`src/hdl/gdn_pkg.sv`:
```
// Package for the Gregorian date to day number pipeline.
// Holds the item structs and the month tables; no dependencies.
package gdn_pkg;

	localparam logic [13:0] YEAR_MIN = 14'd1;
	localparam logic [13:0] YEAR_MAX = 14'd9999;
	localparam logic [3:0] MONTH_FEB = 4'd2;
	localparam logic [3:0] MONTH_DEC = 4'd12;
	localparam logic [12:0] RECIP_100 = 13'd5243;
	localparam int RECIP_100_SHIFT = 19;

	typedef struct packed {
		logic [13:0] year;
		logic [3:0] month;
		logic [4:0] day;
	} date_in_t;

	typedef struct packed {
		logic valid_res;
		logic leap;
		logic [8:0] day_of_year;
		logic [21:0] day_number;
		logic [2:0] weekday;
	} date_out_t;

	function automatic logic [4:0] month_len(input logic [3:0] m, input logic leap);
		logic [4:0] len;
		begin
			unique case (m)
				4'd1, 4'd3, 4'd5, 4'd7, 4'd8, 4'd10, 4'd12: len = 5'd31;
				4'd4, 4'd6, 4'd9, 4'd11: len = 5'd30;
				4'd2: len = leap ? 5'd29 : 5'd28;
				default: len = 5'd0;
			endcase
			return len;
		end
	endfunction

	function automatic logic [8:0] days_before(input logic [3:0] m);
		logic [8:0] cum;
		begin
			unique case (m)
				4'd2: cum = 9'd31;
				4'd3: cum = 9'd59;
				4'd4: cum = 9'd90;
				4'd5: cum = 9'd120;
				4'd6: cum = 9'd151;
				4'd7: cum = 9'd181;
				4'd8: cum = 9'd212;
				4'd9: cum = 9'd243;
				4'd10: cum = 9'd273;
				4'd11: cum = 9'd304;
				4'd12: cum = 9'd334;
				default: cum = 9'd0;
			endcase
			return cum;
		end
	endfunction

endpackage

```
`src/hdl/gdn_mod7.sv`:
```
// Remainder of a 22-bit day count by seven, used for the weekday.
// Sums octal digits (8 is 1 mod 7) and folds; depends on nothing.
module gdn_mod7 (
	input logic [21:0] value,
	output logic [2:0] rem
);

	logic [23:0] padded;
	logic [5:0] digit_sum;
	logic [3:0] fold;

	always_comb begin
		padded = {2'b00, value};
		digit_sum = 6'd0;
		for (int i = 0; i < 8; i++) begin
			digit_sum = digit_sum + {3'b000, padded[3*i +: 3]};
		end
		fold = {1'b0, digit_sum[5:3]} + {1'b0, digit_sum[2:0]};
		if (fold >= 4'd14) begin
			rem = 3'(fold - 4'd14);
		end else if (fold >= 4'd7) begin
			rem = 3'(fold - 4'd7);
		end else begin
			rem = fold[2:0];
		end
	end

endmodule

```
`src/hdl/gregorian_date_to_day_number.sv`:
```
// Gregorian date to day number, leap flag, day of year and weekday.
// Top level pipeline; uses gdn_pkg and gdn_mod7.
//
// Takes one proleptic Gregorian date per clock while not stalled and returns the
// validity flag, leap flag, day of year, day count from 0001-01-01 (that day is 1)
// and weekday (0 = Sunday). Invalid dates (year outside 1..9999, month outside
// 1..12, day outside the month) give valid_res = 0 with every other field zero.
// Throughput is one item per cycle unless stalled; there is one register stage per step
// (year split, divide by 100, leap and 365 product, day of year and base count,
// sum, weekday). A stall on out_ready holds the whole pipeline and drops in_ready.
module gregorian_date_to_day_number
	import gdn_pkg::*;
(
	input logic clk,
	input logic arst_n,
	input logic in_valid,
	output logic in_ready,
	input date_in_t in_data,
	output logic out_valid,
	input logic out_ready,
	output date_out_t out_data
);

	logic adv;

	logic v_s1, v_s2, v_s3, v_s4, v_s5, v_s6;

	logic [13:0] prev_s1;
	logic [3:0] month_s1;
	logic [4:0] day_s1;
	logic year_ok_s1;

	logic [13:0] prev_s2;
	logic [3:0] month_s2;
	logic [4:0] day_s2;
	logic year_ok_s2;
	logic [7:0] q100_s2;
	logic [26:0] prod100;

	logic [14:0] hund_mul;
	logic [13:0] rem_wide;
	logic [6:0] rem100;
	logic leap_c;
	logic leap_s3;
	logic [7:0] q100_s3;
	logic [22:0] prod365_s3;
	logic [11:0] q4_s3;
	logic [3:0] month_s3;
	logic [4:0] day_s3;
	logic year_ok_s3;

	logic [4:0] mlen;
	logic date_ok;
	logic valid_s4;
	logic leap_s4;
	logic [8:0] doy_s4;
	logic [22:0] base_s4;

	logic valid_s5;
	logic leap_s5;
	logic [8:0] doy_s5;
	logic [21:0] dn_s5;
	logic [22:0] dn_sum;

	logic [2:0] wday;
	date_out_t res_s6;

	assign adv = !v_s6 || out_ready;
	assign in_ready = adv;

	always_ff @(posedge clk or negedge arst_n) begin
		if (!arst_n) begin
			v_s1 <= 1'b0;
			v_s2 <= 1'b0;
			v_s3 <= 1'b0;
			v_s4 <= 1'b0;
			v_s5 <= 1'b0;
			v_s6 <= 1'b0;
		end else if (adv) begin
			v_s1 <= in_valid;
			v_s2 <= v_s1;
			v_s3 <= v_s2;
			v_s4 <= v_s3;
			v_s5 <= v_s4;
			v_s6 <= v_s5;
		end
	end

	// Stage 1: prior-year count and range checks.
	always_ff @(posedge clk) begin
		if (adv) begin
			prev_s1 <= in_data.year - 14'd1;
			month_s1 <= in_data.month;
			day_s1 <= in_data.day;
			year_ok_s1 <= (in_data.year >= YEAR_MIN) && (in_data.year <= YEAR_MAX);
		end
	end

	// Stage 2: quotient by 100 through the reciprocal, exact for 14-bit values.
	assign prod100 = 27'(prev_s1) * 27'(RECIP_100);

	always_ff @(posedge clk) begin
		if (adv) begin
			prev_s2 <= prev_s1;
			month_s2 <= month_s1;
			day_s2 <= day_s1;
			year_ok_s2 <= year_ok_s1;
			q100_s2 <= prod100[RECIP_100_SHIFT +: 8];
		end
	end

	// Stage 3: remainder by 100, leap flag, 365 product.
	// y mod 4 = 0 iff prev mod 4 = 3; likewise for 100 and 400.
	always_comb begin
		hund_mul = 15'(q100_s2) * 15'd100;
		rem_wide = prev_s2 - hund_mul[13:0];
		rem100 = rem_wide[6:0];
		leap_c = ((prev_s2[1:0] == 2'b11) && (rem100 != 7'd99))
			|| ((rem100 == 7'd99) && (q100_s2[1:0] == 2'b11));
	end

	always_ff @(posedge clk) begin
		if (adv) begin
			leap_s3 <= leap_c;
			q100_s3 <= q100_s2;
			prod365_s3 <= 23'(prev_s2) * 23'd365;
			q4_s3 <= prev_s2[13:2];
			month_s3 <= month_s2;
			day_s3 <= day_s2;
			year_ok_s3 <= year_ok_s2;
		end
	end

	// Stage 4: date check, day of year, count up to the end of the prior year.
	always_comb begin
		mlen = month_len(month_s3, leap_s3);
		date_ok = year_ok_s3 && (month_s3 >= 4'd1) && (month_s3 <= MONTH_DEC)
			&& (day_s3 != 5'd0) && (day_s3 <= mlen);
	end

	always_ff @(posedge clk) begin
		if (adv) begin
			valid_s4 <= date_ok;
			leap_s4 <= leap_s3;
			doy_s4 <= days_before(month_s3) + 9'(day_s3)
				+ 9'(leap_s3 && (month_s3 > MONTH_FEB));
			base_s4 <= prod365_s3 + 23'(q4_s3) - 23'(q100_s3) + 23'(q100_s3[7:2]);
		end
	end

	// Stage 5: day number; day number, day of year and leap flag are zeroed for an invalid date.
	assign dn_sum = base_s4 + 23'(doy_s4);

	always_ff @(posedge clk) begin
		if (adv) begin
			valid_s5 <= valid_s4;
			leap_s5 <= valid_s4 && leap_s4;
			doy_s5 <= valid_s4 ? doy_s4 : 9'd0;
			dn_s5 <= valid_s4 ? dn_sum[21:0] : 22'd0;
		end
	end

	// Stage 6: weekday and output register.
	gdn_mod7 u_mod7 (
		.value(dn_s5),
		.rem(wday)
	);

	always_ff @(posedge clk) begin
		if (adv) begin
			res_s6.valid_res <= valid_s5;
			res_s6.leap <= leap_s5;
			res_s6.day_of_year <= doy_s5;
			res_s6.day_number <= dn_s5;
			res_s6.weekday <= wday;
		end
	end

	assign out_valid = v_s6;
	assign out_data = res_s6;

`ifndef SYNTH
	a_invalid_zero: assert property (@(posedge clk) disable iff (!arst_n)
		(out_valid && !out_data.valid_res) |-> (!out_data.leap
			&& (out_data.day_of_year == 9'd0) && (out_data.day_number == 22'd0)
			&& (out_data.weekday == 3'd0)))
		else $error("invalid date item carries nonzero fields");

	a_valid_ranges: assert property (@(posedge clk) disable iff (!arst_n)
		(out_valid && out_data.valid_res) |-> ((out_data.day_of_year != 9'd0)
			&& (out_data.day_of_year <= 9'd366) && (out_data.weekday <= 3'd6)
			&& (out_data.day_number != 22'd0)))
		else $error("valid date item out of range");

	a_nonleap_doy: assert property (@(posedge clk) disable iff (!arst_n)
		(out_valid && out_data.valid_res && !out_data.leap)
			|-> (out_data.day_of_year <= 9'd365))
		else $error("day 366 in a common year");

	a_stall_holds: assert property (@(posedge clk) disable iff (!arst_n)
		(v_s5 && !adv) |=> v_s5)
		else $error("pipeline lost an item during a stall");
`endif

endmodule

```
`config.mk`:
```
export PLATFORM = sky130hd
export DESIGN_NAME = gregorian_date_to_day_number
export DESIGN_NICKNAME = d
export VERILOG_FILES = /design/src/hdl/gdn_pkg.sv /design/src/hdl/gdn_mod7.sv /design/src/hdl/gregorian_date_to_day_number.sv
export SDC_FILE = /design/constraint.sdc
export NUM_CORES = 1
export LEC_CHECK = 0
export BUFFER_PORTS_ARGS = -buffer_cell sky130_fd_sc_hd__buf_2
export CORE_UTILIZATION = 32
export CTS_BUF_LIST = sky130_fd_sc_hd__clkbuf_16
export DETAILED_ROUTE_END_ITERATION = 8
export PLACE_DENSITY = 0.47
export SYNTH_ARGS = -nofsm -noshare
export SYNTH_HDL_FRONTEND = slang
export SYNTH_SLANG_ARGS = --single-unit
```
`constraint.sdc`:
```
create_clock -name clk -period 12.55 [get_ports clk]
set_input_delay 0.6275 -clock clk [delete_from_list [all_inputs] [get_ports clk]]
set_output_delay 0.6275 -clock clk [all_outputs]
set_load 0.02 [all_outputs]
```
==> results by group <==
Synth
  – Mapped cell area: 0.0167 mm2
  – Multiplexer share of the synthesized area: 1.07%
  – Warnings from Yosys: 0
  – Synth Register Bits: 226
  – Post-synthesis xor/xnor area fraction: 3.99%
  – Cell taking the most area after synthesis: edfxtp_1
  – Post-synthesis sequential area ratio: 40.0%
  – Main combinational cell family by area after synthesis: adder cells
  – Synth Area in Simple Gates: 6.49%
  – Ys async rst share: 2.65%
  – Adder-Cell Fraction of Synth Area: 33.9%
  – Post-synth EDFFs: 211
  – Syn Nets: 1,807
  – Yosys top cell area share: 38.0%
  – Ys flop type: edfxtp_1
  – Yosys cell types: 57
  – Syn Inst Count: 1,411
  – Top area cells in the synthesized netlist: edfxtp_1 38%, ha_1 17%, fa_1 17%
  – Compound-Gate Fraction of Synth Area: 7.07%
  – Avg Inst Size Synth: 11.8 um2

Clocking
  – Clk sinks: 226
  – CTS Root Buffer Type: clkbuf_16
  – Total CTS buffers: 30
  – Worst skew pair latency: 0.59 ns
  – H-tree Lvls: 1
  – CTS Hold Bufs: 1
  – PostCTS Resize Cnt: 0
  – CTS clk-pin slew, worst paths: 0.06 ns
  – CTS max path bufs: 3
  – Post-CTS Setup Bufs: 0
  – CTS tree: done

STA
  – Final TNS setup: 0 ns
  – Fin crit share: 42.3%
  – Finish-stage setup viols: 0
  – Max Transition Viols Final: 0
  – RSZ-0062 raised after global routing: no
  – Final hold violation count: 0
  – Min Tclk post-route: 5.30 ns
  – Slew of the pin with the lowest slew margin: 1.09 ns
  – Clock skew: 0.0427 ns
  – Fmax: 189 MHz
  – Max transition margin: 27.3%

Worst setup path
  – WS Path Type: flop to flop
  – Critical path launch point type: flop
  – Worst EP required: 12.89 ns
  – Slowest Stage Delay on Critical Path: 0.55 ns
  – Buf/Inv on CP: 2
  – Crit-path max FO: 6
  – Crit path DAT: 5.64 ns
  – Most frequent CP cell: fa_1
  – Reg-to-reg slack, setup: 7.25 ns
  – Crit-path leading delay family: adder cells
  – Slowest CP cell: fa_1
  – CP Capture Type: flop
  – Crit-path cells: ha_1, fa_1, xor2_1, fa_1, inv_1, fa_1, fa_1, inv_1, ha_1, fa_1, ha_1, fa_1, ha_1, nand2_1, nand2_1, a221oi_1, a31oi_1

Floorplanning
  – Area of the core: 0.0514 mm2
  – Initial core utilization: 32.4%
  – DIE WIDTH: 230 um
  – Io pins: 65
  – DIE AREA: 0.0530 mm2
  – Row Count: 83
  – Die Span Y: 230 um

Global routing
  – GRT overflow: 0
  – Vias in the first global route: 10,530
  – GRT Total Usage: 11.8%
  – First-pass GRT wire length: 51,200 um
  – Largest net degree at the start of global routing: 91
  – Initial antenna violation count: 0

Detailed routing
  – Drc violations: 0
  – WL final: 29,600 um
  – Via count of the routed design: 9,711
  – Avg WL per Cell: 13.4 um
  – DRT Pass-1 Iters: 4
  – Vias per cell: 4.40
  – Iteration-0 DRC Markers: 412
  – Antenna-violating nets left: 0

Cells and area
  – Fill cells: 5,036
  – Diodes inserted: 0
  – Share of cells above drive strength 1: 8.70%
  – Final Net Count: 1,900
  – Syn-to-layout area delta: 13.2%

Placed design
  – Detailed placer's ending HPWL: 23,800 um
  – Port-buffer cells: 64
  – Gpl congestion: 0.783

Min path
  – Worst Hold Class: input port to flop

Run
  – Max-cap viol count: 0

Status
  – Outcome: complete, no violations
==> final cells by class <==
class	instances	area [um2]	area share, %
clock inverters	26	275	1.46
well taps	680	851	4.50
repair buffers	68	353	1.87
multi-input cells	853	8770	46.4
inverters	325	1220	6.46
flip-flops and latches	226	6670	35.3
clock buffers	30	751	3.97
==> placed cells by master, fill, tap and decap left out, drive strengths merged, types with 30 or more instances in the layout <==
cell type | synthesis | routed
fa | 139 | 139
ha | 230 | 230
buf | 1 | 67
a21oi | 54 | 54
edfxtp | 211 | 211
nor2 | 34 | 34
xnor2 | 49 | 49
nand2 | 49 | 49
clkbuf | 6 | 30
o21ai | 33 | 33
inv | 325 | 332
==> routing by layer <==
layer / global-route usage (%) / vias to the layer above / routed length [um]
met5: 0 / - / 0
met4: 3.58 / 0 / 792
met3: 1.66 / 48 / 787
met2: 21.9 / 102 / 15200
met1: 14.0 / 4630 / 12900
li1: - / 4931 / -
==> state kept, by name, summed over array words and instances, names as in the netlist, 4 cells and up, named ones only <==
signal,count
base_s4,22
day_s1,5
day_s2,5
day_s3,5
dn_s5,22
doy_s4,9
doy_s5,9
month_s1,4
month_s2,4
month_s3,4
out_data,36
prev_s1,14
prev_s2,14
prod365_s3,22
q100_s2,8
q100_s3,8
q4_s3,12
==> cell usage after synthesis (16+ instances only) <==
cell / count
inv_1: 325
ha_1: 230
edfxtp_1: 211
fa_1: 139
a21oi_1: 53
nand2_1: 49
xnor2_1: 49
nor2_1: 34
o21ai_0: 32
a21o_1: 29
xor2_1: 27
and2_1: 21
nand3_1: 18
nor3_1: 16
==> stage by stage <==
step / instances / utilization (%) / cell area, um2 / hold slack [ns] / setup WS, ns
after floorplan: 1411 / - / 16700 / 0.332 / 7.51
after global placement: 2151 / 34.7 / 17900 / 0.401 / 7.33
after detailed placement: 2151 / 34.7 / 17900 / 0.405 / 7.24
after CTS: 2208 / 36.7 / 18900 / 0.208 / 7.22
after global routing: 2208 / 36.7 / 18900 / 0.212 / 6.97
final: 2208 / 36.7 / 18900 / 0.242 / 7.25
==> logic make-up (layout without fill, tap and decap cells) <==
family	after synthesis	count (layout)
adders and majority gates	369	369
buffers and inverters	332	449
DFF	226	226
and+or+nand+nor	208	208
AOI/OAI and AO/OA	183	183
xor gates and xnor gates	76	76
muxes	17	17
==> worst paths after layout <==
| check | start | end | cells past startpoint |
|---|---|---|---|
| worst max-delay path | dn_s5[0] | out_data[1] | 17 |
| worst min register to register | day_s1[4] | day_s2[4] | 0 |
| worst max register to register | dn_s5[0] | out_data[1] | 17 |
| min in group asynchronous | arst_n | v_s5 | 2 |
| worst min-delay path | in_data[0] | day_s1[0] | 1 |
| max in group asynchronous | arst_n | v_s2 | 2 |
Power is not shown: default switching activity piles up to over one toggle a cycle in this logic, so the estimate is an artifact.
